### src/hdl/bfgim_pkg.sv
`default_nettype none

package bfgim_pkg;

   localparam int unsigned CoordWidth    = 12;
   localparam int unsigned IndexWidth    = 24;
   localparam int unsigned DirWidth      = 3;
   localparam int unsigned KindWidth     = 4;
   localparam int unsigned AreaWidth     = 2;
   localparam int unsigned CsrIndexWidth = 1;

   localparam int unsigned MaxCellsDefault = 4095;

   localparam logic [CoordWidth-1:0] CellsReset = CoordWidth'(64);
   localparam logic [CoordWidth-1:0] CellsXMin  = CoordWidth'(2);
   localparam logic [CoordWidth-1:0] CellsYMin  = CoordWidth'(1);

   typedef enum logic [CsrIndexWidth-1:0] {
      CSR_CELLS_X = 1'd0,
      CSR_CELLS_Y = 1'd1
   } csr_index_type;

   typedef enum logic [DirWidth-1:0] {
      DIR_NONE  = 3'd0,
      DIR_LEFT  = 3'd1,
      DIR_RIGHT = 3'd2,
      DIR_BELOW = 3'd3,
      DIR_ABOVE = 3'd4
   } dir_type;

   typedef enum logic [KindWidth-1:0] {
      KIND_INTERIOR = 4'd0,
      KIND_LEFT     = 4'd1,
      KIND_RIGHT    = 4'd2,
      KIND_BOTTOM   = 4'd3,
      KIND_TOP      = 4'd4,
      KIND_BL       = 4'd5,
      KIND_TL       = 4'd6,
      KIND_BR       = 4'd7,
      KIND_TR       = 4'd8
   } kind_type;

   typedef enum logic [AreaWidth-1:0] {
      AREA_FULL    = 2'd0,
      AREA_HALF    = 2'd1,
      AREA_QUARTER = 2'd2
   } area_type;

endpackage

`default_nettype wire

### src/hdl/bfgim_if.sv
`default_nettype none

interface bfgim_req_if;
   import bfgim_pkg::*;

   logic                  valid;
   logic                  ready;
   logic [IndexWidth-1:0] node_index;
   logic [DirWidth-1:0]   direction;

   modport source (output valid, node_index, direction, input ready);
   modport sink   (input valid, node_index, direction, output ready);
endinterface

interface bfgim_rsp_if;
   import bfgim_pkg::*;

   logic                  valid;
   logic                  ready;
   logic [CoordWidth-1:0] column;
   logic [CoordWidth-1:0] row;
   logic [KindWidth-1:0]  node_kind;
   logic [AreaWidth-1:0]  area_class;
   logic [IndexWidth-1:0] neighbour_index;
   logic                  index_bad;
   logic                  neighbour_outside;

   modport source (output valid, column, row, node_kind, area_class, neighbour_index,
                   index_bad, neighbour_outside, input ready);
   modport sink   (input valid, column, row, node_kind, area_class, neighbour_index,
                   index_bad, neighbour_outside, output ready);
endinterface

`default_nettype wire

### src/hdl/boundary_first_grid_index_mapper_top.sv
// Pipeline: 11 stages (input, class, six divider stages, position, product, output).
// Throughput: one beat per cycle while rsp is ready; on a stall, stages behind a bubble still advance.
// The depth is set by the 12-bit interior quotient: six radix-4 restoring divider stages.
// Reset (synchronous, active high): all stage valid bits clear, cells_x and cells_y
// return to 64 (clipped to the axis limit). Derived grid sizes are registered and settle in the cycle after.
`default_nettype none

module boundary_first_grid_index_mapper_top #(
   parameter int unsigned MAX_CELLS_PER_AXIS = bfgim_pkg::MaxCellsDefault
) (
   input  logic                               clock,
   input  logic                               reset,
   bfgim_req_if.sink                          req_if,
   bfgim_rsp_if.source                        rsp_if,
   input  logic                               csr_write_en,
   input  logic [bfgim_pkg::CsrIndexWidth-1:0] csr_index,
   input  logic [bfgim_pkg::CoordWidth-1:0]   csr_data
);
   import bfgim_pkg::*;

   // Axis limit, capped by what a 12-bit register can hold.
   localparam int unsigned CoordMax = (2 ** CoordWidth) - 1;
   localparam int unsigned CapInt   = (MAX_CELLS_PER_AXIS > CoordMax) ? CoordMax
                                                                      : MAX_CELLS_PER_AXIS;
   localparam logic [CoordWidth-1:0] CellsCap = CoordWidth'(CapInt);

   localparam int unsigned TotalWidth = IndexWidth + 1;   // (nx+1)*(ny+1) reaches 2^24
   localparam int unsigned BndWidth   = CoordWidth + 2;   // 2*(nx+ny)
   localparam int unsigned SumWidth   = CoordWidth + 1;   // nx+ny

   // Stage map
   localparam int unsigned DivBits   = 2;
   localparam int unsigned DivStages = CoordWidth / DivBits;
   localparam int unsigned StgIn     = 0;
   localparam int unsigned StgClass  = 1;
   localparam int unsigned StgDiv0   = 2;
   localparam int unsigned StgPos    = StgDiv0 + DivStages;
   localparam int unsigned StgProd   = StgPos + 1;
   localparam int unsigned StgOut    = StgProd + 1;
   localparam int unsigned NumStages = StgOut + 1;

   // One record travels down the pipe; each stage fills in its part.
   typedef struct packed {
      logic [IndexWidth-1:0] k;
      logic [DirWidth-1:0]   dir;
      logic                  bad;
      logic                  inner;     // node lies in the interior block
      logic [CoordWidth-1:0] bcol;      // position when on the boundary ring
      logic [CoordWidth-1:0] brow;
      logic [IndexWidth-1:0] rem;       // divider partial remainder
      logic [CoordWidth-1:0] quo;       // divider quotient
      logic [CoordWidth-1:0] col;
      logic [CoordWidth-1:0] row;
      kind_type              kind;
      area_type              area;
      logic                  outside;
      logic                  has_nb;    // a real neighbor lookup is wanted
      logic                  nint;      // neighbor is an interior node
      logic [CoordWidth-1:0] ncol;
      logic [CoordWidth-1:0] nrow;
      logic [IndexWidth-1:0] prod;      // (nx-1)*(nrow-1)
      logic [IndexWidth-1:0] bidx;      // neighbor index when on the ring
      logic [IndexWidth-1:0] nidx;
   } stage_type;

   function automatic logic [CoordWidth-1:0] clamp_cells(input logic [CoordWidth-1:0] v,
                                                         input logic [CoordWidth-1:0] lo);
      logic [CoordWidth-1:0] r;
      r = v;
      if (r < lo) r = lo;
      if (r > CellsCap) r = CellsCap;
      return r;
   endfunction

   // ------------------------------------------------------------------
   // Grid size registers and derived sizes
   // ------------------------------------------------------------------
   logic [CoordWidth-1:0] nx_ff;
   logic [CoordWidth-1:0] ny_ff;
   logic [SumWidth-1:0]   xy_ff;     // nx+ny, start of top row
   logic [BndWidth-1:0]   bnd2_ff;   // 2nx+ny, start of left column
   logic [BndWidth-1:0]   nb_ff;     // boundary node count
   logic [TotalWidth-1:0] total_ff;  // node count
   logic [CoordWidth-1:0] d_ff;      // interior nodes per row

   logic [SumWidth-1:0]     xy_sum;
   logic [SumWidth-1:0]     nx_p1;
   logic [SumWidth-1:0]     ny_p1;
   logic [2*SumWidth-1:0]   total_full;

   always_ff @(posedge clock) begin
      if (reset) begin
         nx_ff <= clamp_cells(CellsReset, CellsXMin);
         ny_ff <= clamp_cells(CellsReset, CellsYMin);
      end else if (csr_write_en) begin
         case (csr_index)
            CSR_CELLS_X: nx_ff <= clamp_cells(csr_data, CellsXMin);
            CSR_CELLS_Y: ny_ff <= clamp_cells(csr_data, CellsYMin);
            default: ;
         endcase
      end
   end

   assign xy_sum     = {1'b0, nx_ff} + {1'b0, ny_ff};
   assign nx_p1      = {1'b0, nx_ff} + SumWidth'(1);
   assign ny_p1      = {1'b0, ny_ff} + SumWidth'(1);
   assign total_full = (2*SumWidth)'(nx_p1) * (2*SumWidth)'(ny_p1);

   always_ff @(posedge clock) begin
      xy_ff    <= xy_sum;
      bnd2_ff  <= BndWidth'(xy_sum) + BndWidth'(nx_ff);
      nb_ff    <= {xy_sum, 1'b0};
      total_ff <= total_full[TotalWidth-1:0];
      d_ff     <= nx_ff - CoordWidth'(1);
   end

   // ------------------------------------------------------------------
   // Pipeline control: a stage loads when the output drains or any stage
   // from it to the output is empty.
   // ------------------------------------------------------------------
   logic [NumStages-1:0] v_ff;
   logic [NumStages-1:0] v_in;
   logic [NumStages-1:0] v_prev;
   logic [NumStages-1:0] stg_ready;
   stage_type            p_ff [NumStages];
   stage_type            p_in [NumStages];

   always_comb begin
      for (int i = 0; i < NumStages; i++) begin
         stg_ready[i] = rsp_if.ready ||
                        ((v_ff | NumStages'((64'd1 << i) - 64'd1)) != {NumStages{1'b1}});
      end
   end

   assign v_prev = {v_ff[NumStages-2:0], req_if.valid};
   assign v_in   = (stg_ready & v_prev) | (~stg_ready & v_ff);

   always_ff @(posedge clock) begin
      if (reset) begin
         v_ff <= '0;
      end else begin
         v_ff <= v_in;
      end
   end

   always_ff @(posedge clock) begin
      for (int i = 0; i < NumStages; i++) begin
         if (stg_ready[i]) p_ff[i] <= p_in[i];
      end
   end

   // ------------------------------------------------------------------
   // Stage logic
   // ------------------------------------------------------------------
   stage_type             s;
   logic [IndexWidth-1:0] diff_r1;   // k - nx
   logic [IndexWidth-1:0] diff_r2;   // 2nx+ny - k
   logic [IndexWidth-1:0] diff_r3;   // nb - k
   logic [IndexWidth-1:0] trial;
   int                    div_pos;
   logic                  at_l, at_r, at_b, at_t;
   logic [CoordWidth-1:0] nrow_dec;

   always_comb begin
      // input capture
      s       = '0;
      s.k     = req_if.node_index;
      s.dir   = req_if.direction;
      p_in[StgIn] = s;

      // range check and boundary ring decode
      s       = p_ff[StgIn];
      diff_r1 = s.k - IndexWidth'(nx_ff);
      diff_r2 = IndexWidth'(bnd2_ff) - s.k;
      diff_r3 = IndexWidth'(nb_ff) - s.k;
      s.bad   = ({1'b0, s.k} >= total_ff);
      s.inner = 1'b0;
      s.quo   = '0;
      s.rem   = s.k - IndexWidth'(nb_ff);
      if (s.k < IndexWidth'(nx_ff)) begin              // bottom row, going right
         s.bcol = s.k[CoordWidth-1:0];
         s.brow = '0;
      end else if (s.k < IndexWidth'(xy_ff)) begin     // right column, going up
         s.bcol = nx_ff;
         s.brow = diff_r1[CoordWidth-1:0];
      end else if (s.k < IndexWidth'(bnd2_ff)) begin   // top row, going left
         s.bcol = diff_r2[CoordWidth-1:0];
         s.brow = ny_ff;
      end else if (s.k < IndexWidth'(nb_ff)) begin     // left column, going down
         s.bcol = '0;
         s.brow = diff_r3[CoordWidth-1:0];
      end else begin
         s.bcol  = '0;
         s.brow  = '0;
         s.inner = 1'b1;
      end
      p_in[StgClass] = s;

      // interior offset / (nx-1), radix-4 restoring, two quotient bits a stage
      trial   = '0;
      div_pos = 0;
      for (int j = 0; j < DivStages; j++) begin
         s = p_ff[StgDiv0 + j - 1];
         for (int b = 0; b < DivBits; b++) begin
            div_pos = int'(CoordWidth) - 1 - j * int'(DivBits) - b;
            trial   = IndexWidth'(d_ff) << div_pos;
            if (s.rem >= trial) begin
               s.rem          = s.rem - trial;
               s.quo[div_pos] = 1'b1;
            end
         end
         p_in[StgDiv0 + j] = s;
      end

      // position, kind, area, neighbor coordinates
      s = p_ff[StgPos - 1];
      if (s.inner) begin
         s.col = s.rem[CoordWidth-1:0] + CoordWidth'(1);
         s.row = s.quo + CoordWidth'(1);
      end else begin
         s.col = s.bcol;
         s.row = s.brow;
      end
      at_l = (s.col == '0);
      at_r = (s.col == nx_ff);
      at_b = (s.row == '0);
      at_t = (s.row == ny_ff);
      if (at_l) begin
         s.kind = at_b ? KIND_BL : (at_t ? KIND_TL : KIND_LEFT);
      end else if (at_r) begin
         s.kind = at_b ? KIND_BR : (at_t ? KIND_TR : KIND_RIGHT);
      end else if (at_b) begin
         s.kind = KIND_BOTTOM;
      end else if (at_t) begin
         s.kind = KIND_TOP;
      end else begin
         s.kind = KIND_INTERIOR;
      end
      if ((at_l || at_r) && (at_b || at_t)) s.area = AREA_QUARTER;
      else if (at_l || at_r || at_b || at_t) s.area = AREA_HALF;
      else s.area = AREA_FULL;

      s.ncol    = s.col;
      s.nrow    = s.row;
      s.outside = 1'b0;
      s.has_nb  = 1'b0;
      case (s.dir)
         DIR_LEFT: begin
            if (at_l) s.outside = 1'b1;
            else begin
               s.has_nb = 1'b1;
               s.ncol   = s.col - CoordWidth'(1);
            end
         end
         DIR_RIGHT: begin
            if (at_r) s.outside = 1'b1;
            else begin
               s.has_nb = 1'b1;
               s.ncol   = s.col + CoordWidth'(1);
            end
         end
         DIR_BELOW: begin
            if (at_b) s.outside = 1'b1;
            else begin
               s.has_nb = 1'b1;
               s.nrow   = s.row - CoordWidth'(1);
            end
         end
         DIR_ABOVE: begin
            if (at_t) s.outside = 1'b1;
            else begin
               s.has_nb = 1'b1;
               s.nrow   = s.row + CoordWidth'(1);
            end
         end
         default: ;   // none, and codes with no meaning
      endcase
      p_in[StgPos] = s;

      // neighbor: ring index, or the row product for an interior neighbor
      s        = p_ff[StgProd - 1];
      nrow_dec = s.nrow - CoordWidth'(1);
      s.prod   = IndexWidth'(d_ff) * IndexWidth'(nrow_dec);
      s.nint   = 1'b0;
      if (s.nrow == '0) begin
         s.bidx = IndexWidth'(s.ncol);
      end else if (s.ncol == nx_ff) begin
         s.bidx = IndexWidth'(s.nrow) + IndexWidth'(nx_ff);
      end else if (s.nrow == ny_ff) begin
         s.bidx = IndexWidth'(bnd2_ff) - IndexWidth'(s.ncol);
      end else if (s.ncol == '0) begin
         s.bidx = IndexWidth'(nb_ff) - IndexWidth'(s.nrow);
      end else begin
         s.bidx = '0;
         s.nint = 1'b1;
      end
      p_in[StgProd] = s;

      // final index and bad-index squash
      s = p_ff[StgOut - 1];
      if (!s.has_nb) s.nidx = s.k;
      else if (s.nint) s.nidx = IndexWidth'(nb_ff) + s.prod + IndexWidth'(s.ncol)
                                - IndexWidth'(1);
      else s.nidx = s.bidx;
      if (s.bad) begin
         s.col     = '0;
         s.row     = '0;
         s.kind    = KIND_INTERIOR;
         s.area    = AREA_FULL;
         s.nidx    = '0;
         s.outside = 1'b0;
      end
      p_in[StgOut] = s;
   end

   // ------------------------------------------------------------------
   // Ports
   // ------------------------------------------------------------------
   assign req_if.ready             = stg_ready[StgIn];
   assign rsp_if.valid             = v_ff[StgOut];
   assign rsp_if.column            = p_ff[StgOut].col;
   assign rsp_if.row               = p_ff[StgOut].row;
   assign rsp_if.node_kind         = p_ff[StgOut].kind;
   assign rsp_if.area_class        = p_ff[StgOut].area;
   assign rsp_if.neighbour_index   = p_ff[StgOut].nidx;
   assign rsp_if.index_bad         = p_ff[StgOut].bad;
   assign rsp_if.neighbour_outside = p_ff[StgOut].outside;

   // ------------------------------------------------------------------
   // Assertions
   // ------------------------------------------------------------------
   a_bad_zeroed: assert property (@(posedge clock) disable iff (reset)
      (v_ff[StgOut] && p_ff[StgOut].bad) |->
         (p_ff[StgOut].col == '0 && p_ff[StgOut].row == '0 &&
          p_ff[StgOut].nidx == '0 && !p_ff[StgOut].outside))
      else $error("bad index beat carries nonzero fields");

   a_area_kind: assert property (@(posedge clock) disable iff (reset)
      (v_ff[StgOut] && !p_ff[StgOut].bad) |->
         ((p_ff[StgOut].area == AREA_FULL) == (p_ff[StgOut].kind == KIND_INTERIOR)))
      else $error("area class disagrees with node kind");

   a_on_grid: assert property (@(posedge clock) disable iff (reset)
      (v_ff[StgOut] && !p_ff[StgOut].bad) |->
         (p_ff[StgOut].col <= nx_ff && p_ff[StgOut].row <= ny_ff))
      else $error("decoded position off the grid");

   a_dir_none: assert property (@(posedge clock) disable iff (reset)
      (v_ff[StgOut] && !p_ff[StgOut].bad && p_ff[StgOut].dir == DIR_NONE) |->
         (!p_ff[StgOut].outside && p_ff[StgOut].nidx == p_ff[StgOut].k))
      else $error("no-direction beat does not return its own index");

endmodule

`default_nettype wire
### src/flat_wrapper.sv
// flat-port wrapper written by rule: the top's interface ports become plain ports
module boundary_first_grid_index_mapper_top_flat import bfgim_pkg::*;
#(
   parameter int unsigned MAX_CELLS_PER_AXIS = bfgim_pkg::MaxCellsDefault
)
  (clock, reset, csr_write_en, csr_index, csr_data, req_if_valid, req_if_node_index, req_if_direction, req_if_ready, rsp_if_valid, rsp_if_column, rsp_if_row, rsp_if_node_kind, rsp_if_area_class, rsp_if_neighbour_index, rsp_if_index_bad, rsp_if_neighbour_outside, rsp_if_ready);
  bfgim_req_if req_if_i ();
  bfgim_rsp_if rsp_if_i ();
  input  logic clock;
  input  logic reset;
  input  logic csr_write_en;
  input  logic [bfgim_pkg::CsrIndexWidth-1:0] csr_index;
  input  logic [bfgim_pkg::CoordWidth-1:0] csr_data;
  input wire logic [$bits(req_if_i.valid)-1:0] req_if_valid;
  input wire logic [$bits(req_if_i.node_index)-1:0] req_if_node_index;
  input wire logic [$bits(req_if_i.direction)-1:0] req_if_direction;
  output wire logic [$bits(req_if_i.ready)-1:0] req_if_ready;
  output wire logic [$bits(rsp_if_i.valid)-1:0] rsp_if_valid;
  output wire logic [$bits(rsp_if_i.column)-1:0] rsp_if_column;
  output wire logic [$bits(rsp_if_i.row)-1:0] rsp_if_row;
  output wire logic [$bits(rsp_if_i.node_kind)-1:0] rsp_if_node_kind;
  output wire logic [$bits(rsp_if_i.area_class)-1:0] rsp_if_area_class;
  output wire logic [$bits(rsp_if_i.neighbour_index)-1:0] rsp_if_neighbour_index;
  output wire logic [$bits(rsp_if_i.index_bad)-1:0] rsp_if_index_bad;
  output wire logic [$bits(rsp_if_i.neighbour_outside)-1:0] rsp_if_neighbour_outside;
  input wire logic [$bits(rsp_if_i.ready)-1:0] rsp_if_ready;
  assign req_if_i.valid = req_if_valid;
  assign req_if_i.node_index = req_if_node_index;
  assign req_if_i.direction = req_if_direction;
  assign req_if_ready = req_if_i.ready;
  assign rsp_if_valid = rsp_if_i.valid;
  assign rsp_if_column = rsp_if_i.column;
  assign rsp_if_row = rsp_if_i.row;
  assign rsp_if_node_kind = rsp_if_i.node_kind;
  assign rsp_if_area_class = rsp_if_i.area_class;
  assign rsp_if_neighbour_index = rsp_if_i.neighbour_index;
  assign rsp_if_index_bad = rsp_if_i.index_bad;
  assign rsp_if_neighbour_outside = rsp_if_i.neighbour_outside;
  assign rsp_if_i.ready = rsp_if_ready;
  boundary_first_grid_index_mapper_top #(.MAX_CELLS_PER_AXIS(MAX_CELLS_PER_AXIS)) u_core (.clock(clock), .reset(reset), .req_if(req_if_i), .rsp_if(rsp_if_i), .csr_write_en(csr_write_en), .csr_index(csr_index), .csr_data(csr_data));
endmodule
### config.mk
export PLATFORM = sky130hd
export DESIGN_NAME = boundary_first_grid_index_mapper_top_flat
export DESIGN_NICKNAME = d
export VERILOG_FILES = /design/src/hdl/bfgim_pkg.sv /design/src/hdl/bfgim_if.sv /design/src/hdl/boundary_first_grid_index_mapper_top.sv /design/src/flat_wrapper.sv
export SDC_FILE = /design/constraint.sdc
export NUM_CORES = 2
export LEC_CHECK = 0
export ABC_AREA = 1
export BUFFER_PORTS_ARGS = -buffer_cell sky130_fd_sc_hd__buf_2
export CORE_ASPECT_RATIO = 2
export CORE_MARGIN = 10
export CORE_UTILIZATION = 50
export CTS_BUF_LIST = sky130_fd_sc_hd__clkbuf_4
export DETAILED_ROUTE_END_ITERATION = 12
export PLACE_DENSITY = 0.72
export SYNTH_ARGS = -nofsm -noshare
export SYNTH_HDL_FRONTEND = slang
export SYNTH_SLANG_ARGS = --single-unit
### constraint.sdc
create_clock -name clock -period 15.1 [get_ports clock]
set_input_delay 0.755 -clock clock [delete_from_list [all_inputs] [get_ports clock]]
set_output_delay 0.755 -clock clock [all_outputs]
set_load 0.1 [all_outputs]
# Word-level counts from Yosys, hierarchy flattened
# Memories as Yosys holds them, arrays and structs flattened.
# Index checks and enable logic that the tools add are counted.
# W data, S select, Z words.
[totals]
regBits = 99
mem_bits_rw = 2398
input_bits = 45
output_inout_bits = 58
mem_count = 1
[memory_table]
columns = ["memory", "depth", "width", "rd", "rd_clocked_by_memory_dff", "write_ports", "line_no", "source"]
rows = [
  ["u_core.p_ff", 11, 218, 11, 0, 11, "boundary_first_grid_index_mapper_top.sv:125", "stage_type p_ff [NumStages];"],
]
[op_classes]
add_sub_neg = 34
multipliers = 2
magnitude_cmp = 21
n_eq_ne = 18
muxes = 101
n_bitwise = 6
reduce_logical = 22
[op_table]
columns = ["cell", "count"]
rows = [
  ["$mux W24", 22],
  ["$mux W12", 15],
  ["$mux W1", 50],
  ["$add A12 B1 Y12 const B", 4],
  ["$eq A12 B12 Y1", 4],
  ["$logic_not A12 Y1", 4],
  ["$lt A24 B14 Y1", 2],
  ["$pmux W12 S2", 2],
  ["$sub A12 B1 Y12 const B", 4],
  ["$sub A24 B14 Y24", 2],
  ["$sub A12 B12 Y12", 3],
  ["$mux W31", 1],
  ["$sub A14 B12 Y15", 2],
  ["$add A12 B1 Y13 const B", 2],
  ["$add A12 B12 Y13", 2],
  ["$ge A24 B25 Y1", 1],
  ["$mul A13 B13 Y25", 1],
  ["$mux W25", 1],
  ["$add A14 B24 Y24", 1],
  ["$add A24 B12 Y24", 1],
  ["$ge A24 B12 Y1", 1],
  ["$ge A24 B13 Y1", 1],
  ["$ge A24 B14 Y1", 1],
  ["$ge A24 B15 Y1", 1],
  ["51 further kinds", 76],
]

# Longest topological paths before layout
# An unclocked memory read counts as a cell.
[logic_depth]
ltp_word = 9
mapped_depth = 34

# Worst setup path before layout
# No wires, ideal clock.
[synth_timing]
path_kind = "register -> output"
start = "reg with a tool-made name"
end = "out req_if_ready"
arrival_time_ns = 15.049
required_time_ns = 14.345
path_slack_ns = -0.704
stages_incl_launch_ff = 16
n_path_buf = 0
cell_sequence = "dfxtp_1 -> nand2_1 -> nor2_1 -> inv_1 -> nor2_1 -> inv_1 -> nor2_1 -> inv_1 -> nor2_1 -> inv_1 -> nor2_1 -> inv_1 -> nor2_1 -> nand2_1 -> nor2_1 -> nand2_1"
[synth_lines]
columns = ["item", "line_no", "source"]
rows = [
  ["end: declaration", "flat_wrapper.sv:17", "output wire logic [$bits(req_if_i.ready)-1:0] req_if_ready;"],
]

# Worst setup path after layout
[layout_timing]
start = "reg u_core.nx_ff[0]"
end = "reg u_core.total_ff[23]"
[layout_between]
elab_chain_len = 2
[layout_lines]
columns = ["item", "line_no", "source"]
rows = [
  ["start: declaration", "boundary_first_grid_index_mapper_top.sv:78", "logic [CoordWidth-1:0] nx_ff;"],
  ["start signal: assignment", "boundary_first_grid_index_mapper_top.sv:93", "nx_ff <= clamp_cells(CellsReset, CellsXMin);"],
  ["start signal: assignment", "boundary_first_grid_index_mapper_top.sv:97", "CSR_CELLS_X: nx_ff <= clamp_cells(csr_data, CellsXMin);"],
  ["$add A12 B1 Y13", "boundary_first_grid_index_mapper_top.sv:105", "assign nx_p1 = {1'b0, nx_ff} + SumWidth'(1);"],
  ["named net u_core.nx_p1[0]", "boundary_first_grid_index_mapper_top.sv:87", "logic [SumWidth-1:0] nx_p1;"],
  ["$mul A13 B13 Y25", "boundary_first_grid_index_mapper_top.sv:107", "assign total_full = (2*SumWidth)'(nx_p1) * (2*SumWidth)'(ny_p1);"],
  ["named net u_core.total_full[23]", "boundary_first_grid_index_mapper_top.sv:89", "logic [2*SumWidth-1:0] total_full;"],
  ["end signal: assignment", "boundary_first_grid_index_mapper_top.sv:113", "total_ff <= total_full[TotalWidth-1:0];"],
  ["end: declaration", "boundary_first_grid_index_mapper_top.sv:83", "logic [TotalWidth-1:0] total_ff;"],
]
# The timed path passes the listed nets, and every way through them passes these cells.
# A chain may end at the register's enable or synchronous reset.

==> flow_summary.toml <==
[worst_setup_path]
startpoint_type = "register"
cpMaxStageDelayCell = "dfxtp_1"
slowest_delay_ns = 0.89
cp.arrival_ns = 9.19
end_kind = "register"
r2r-end = "u_core.total_ff[23]"
r2r-start = "u_core.nx_ff[0]"
reg2reg_slack_ns = 7.06
required_ns = 16.24
worst-path-max-fanout = 19
critPathKind = "register to register"
critPathBufInv = 6
cp_top_family = "adder cells"
r2r_cells = 26

[timing]
slew_viol_final = 0
setup_violations = 0
finalSetupTns_ns = 0
fin_crit_sh = 0.5327
clock.fmax_ghz = 0.1243
worst_pin_slew_ns = 1.384
hold_violations = 0
skew_ns = 0.1305
min_period_ns = 8.043
slew_headroom = 0.06931
rsz0062_at_grt = "false"

[layout]
multi_input_area_sq_mm = 0.03112
drive_above_1_share = 0.09046
final_nets = 8068
nFillCells = 11258
areaGrowthSynthToFinish_pct = 9.620
seq_area_sq_mm = 0.02709

[global_route]
antenna_found_initial = 9
grt-ovfl-total = 0
grt_pass1_wl_mm = 316.0
grt_max_degree = 73
grt_pass1_vias = 51669
grt_usage = 0.3031

[floorplanning]
die_h_um = 521.1
design.die.area_sq_mm = 0.1410
rows = 183
num_io_pins = 103
coreArea_sq_mm = 0.1246
die_w_um = 270.6
start_util = 0.5040

[drt]
via_per_inst = 5.568
drtPass1Iterations = 7
wl_per_cell_um = 23.70
drt_iter0_markers = 3417
drcViolationCount = 0
vias = 50828
wl_mm = 216.3
ant_nets = 0

[synthesis]
yosysSeqAreaShare = 0.4314
synth_edf_count = 836
async_reset_ff_frac = 0
synth_ff_type = "edfxtp_1"
netlist.area_leader.share = 0.3999
synthesis.area_sq_mm = 0.06278
ys_seq_elements = 935
synth_common_cells = "nand2_1, inv_1, edfxtp_1"
synth_most_common_cell = "nand2_1"
syn_inst = 6966
synth_fp_nets = 7750
ys_types = 65
synth_top_cell_by_area = "edfxtp_1"
yosys_warnings = 0
synth.avg_cell_area_sq_um = 9.012
ys_top_cells_by_area = "edfxtp_1, ha_1, nand2_1"

[cts]
cts_tree = "yes"
cts_max_path_buffers = 3
clock_latency_ns = 1.27
h-tree-depth = 4
cts_setup_buffers = 0
cts.sinks = 935
clk_pin_slew_worst_paths_ns = 0.07
cts_buffers = 205
ctsRootBufferMaster = "clkbuf_4"

[placed_design]
hpwl_mm = 171.4
numPortBuffers = 102
place_congestion = 1.081

[min_path]
hold_end = "u_core.p_ff[0][205]"
hp-class = "input port to register"
min_from = "req_if_node_index[11]"
hold_depth = 2

[outcome]
outcome = "completed"

[flow_run]
maxCapViolCount = 0
## placed cells by master (no fill, tap or decap), types with 16 or more instances in the layout
cell type,synthesis,routed
nand2_1,1563,1561
inv_1,1030,1022
edfxtp_1,836,836
nor2_1,590,590
ha_1,486,486
a21oi_1,389,389
nand3_1,387,387
o21ai_0,320,320
clkbuf_4,0,275
fa_1,253,253
xor2_1,191,191
xnor2_1,109,109
buf_2,21,102
nand4_1,101,101
dfxtp_1,99,99
clkinv_1,19,75
nor3_1,75,73
buf_4,7,70
dlygate4sd3_1,0,51
or2_2,36,36
o21ai_1,33,33
inv_2,30,30
o211ai_1,30,30
nand2_2,26,26
clkinv_2,0,25
nor2_2,24,24
a21o_1,20,20
nor4_1,20,20
a31oi_1,19,19
o21a_1,18,18
nand3_2,16,16
## stage by stage
stage	setup WS (ns)	area, sq um	hold slack [ns]	util	cells
3_5_place_dp	7.273	65390	0.4045	0.5249	8691
4_1_cts	7.282	68790	0.09068	0.5522	9116
6_report	7.057	68820	0.2017	0.5525	9129
3_3_place_gp	7.407	65390	0.4004	0.5249	8691
5_1_grt	6.557	68810	0.1242	0.5524	9125
2_1_floorplan	0.1977	62780	0.4003	-	6966
## registers in the layout, summed over array words and instances (netlist names), named ones only
signal / count
u_core.bnd2_ff: 14
u_core.d_ff: 12
u_core.nb_ff: 13
u_core.nx_ff: 12
u_core.ny_ff: 12
u_core.p_ff: 836
u_core.total_ff: 25
## kinds of logic after synthesis
group,Yosys count,share of synthesized area
AO/OA/AOI/OAI,918,0.08056
XOR/XNOR,300,0.04185
adder cells (fa/ha/maj),739,0.1775
buffers and inverters,1191,0.07336
flip-flops,935,0.4314
multiplexers,1,0.0001594
AND/OR/NAND/NOR,2882,0.1951
## cell type report
| type | count | area share |
|---|---|---|
| sequential | 935 | 0.3936 |
| tap | 1665 | 0.03027 |
| inverter | 1079 | 0.05903 |
| clock inverter | 99 | 0.01198 |
| timing repair buffer | 223 | 0.02247 |
| multi-input combinational | 4840 | 0.4522 |
| antenna | 13 | 0.0004727 |
| clock buffer | 275 | 0.03000 |
## how the worst max path moves through the flow
stage,start,end,slack [ns],cells after the start
finish,u_core.nx_ff[0],u_core.total_ff[23],7.06,26
CTS,u_core.nx_ff[0],u_core.total_ff[21],7.28,28
detailed placement,u_core.nx_ff[0],u_core.total_ff[21],7.27,28
global placement,u_core.nx_ff[0],u_core.total_ff[21],7.41,28
global route,u_core.nx_ff[0],u_core.total_ff[21],6.56,28
floorplan,register,req_if_ready,0.20,15
## what timing repair did
action / CTS / global route
resized for setup: 0 / 0
hold endpoints to repair: 60 / 0
hold buffers: 51 / 0
## per-layer routing
metal / global-route usage / wire (um) / up-vias
li1: - / - / 23868
met1: 0.2734 / 67390 / 24189
met2: 0.5576 / 112600 / 1950
met3: 0.06247 / 12910 / 813
met4: 0.2808 / 23400 / 8
met5: 0 / 56 / -
Power is not shown: default switching activity piles up to over one toggle a cycle in this logic, so the estimate is an artifact.
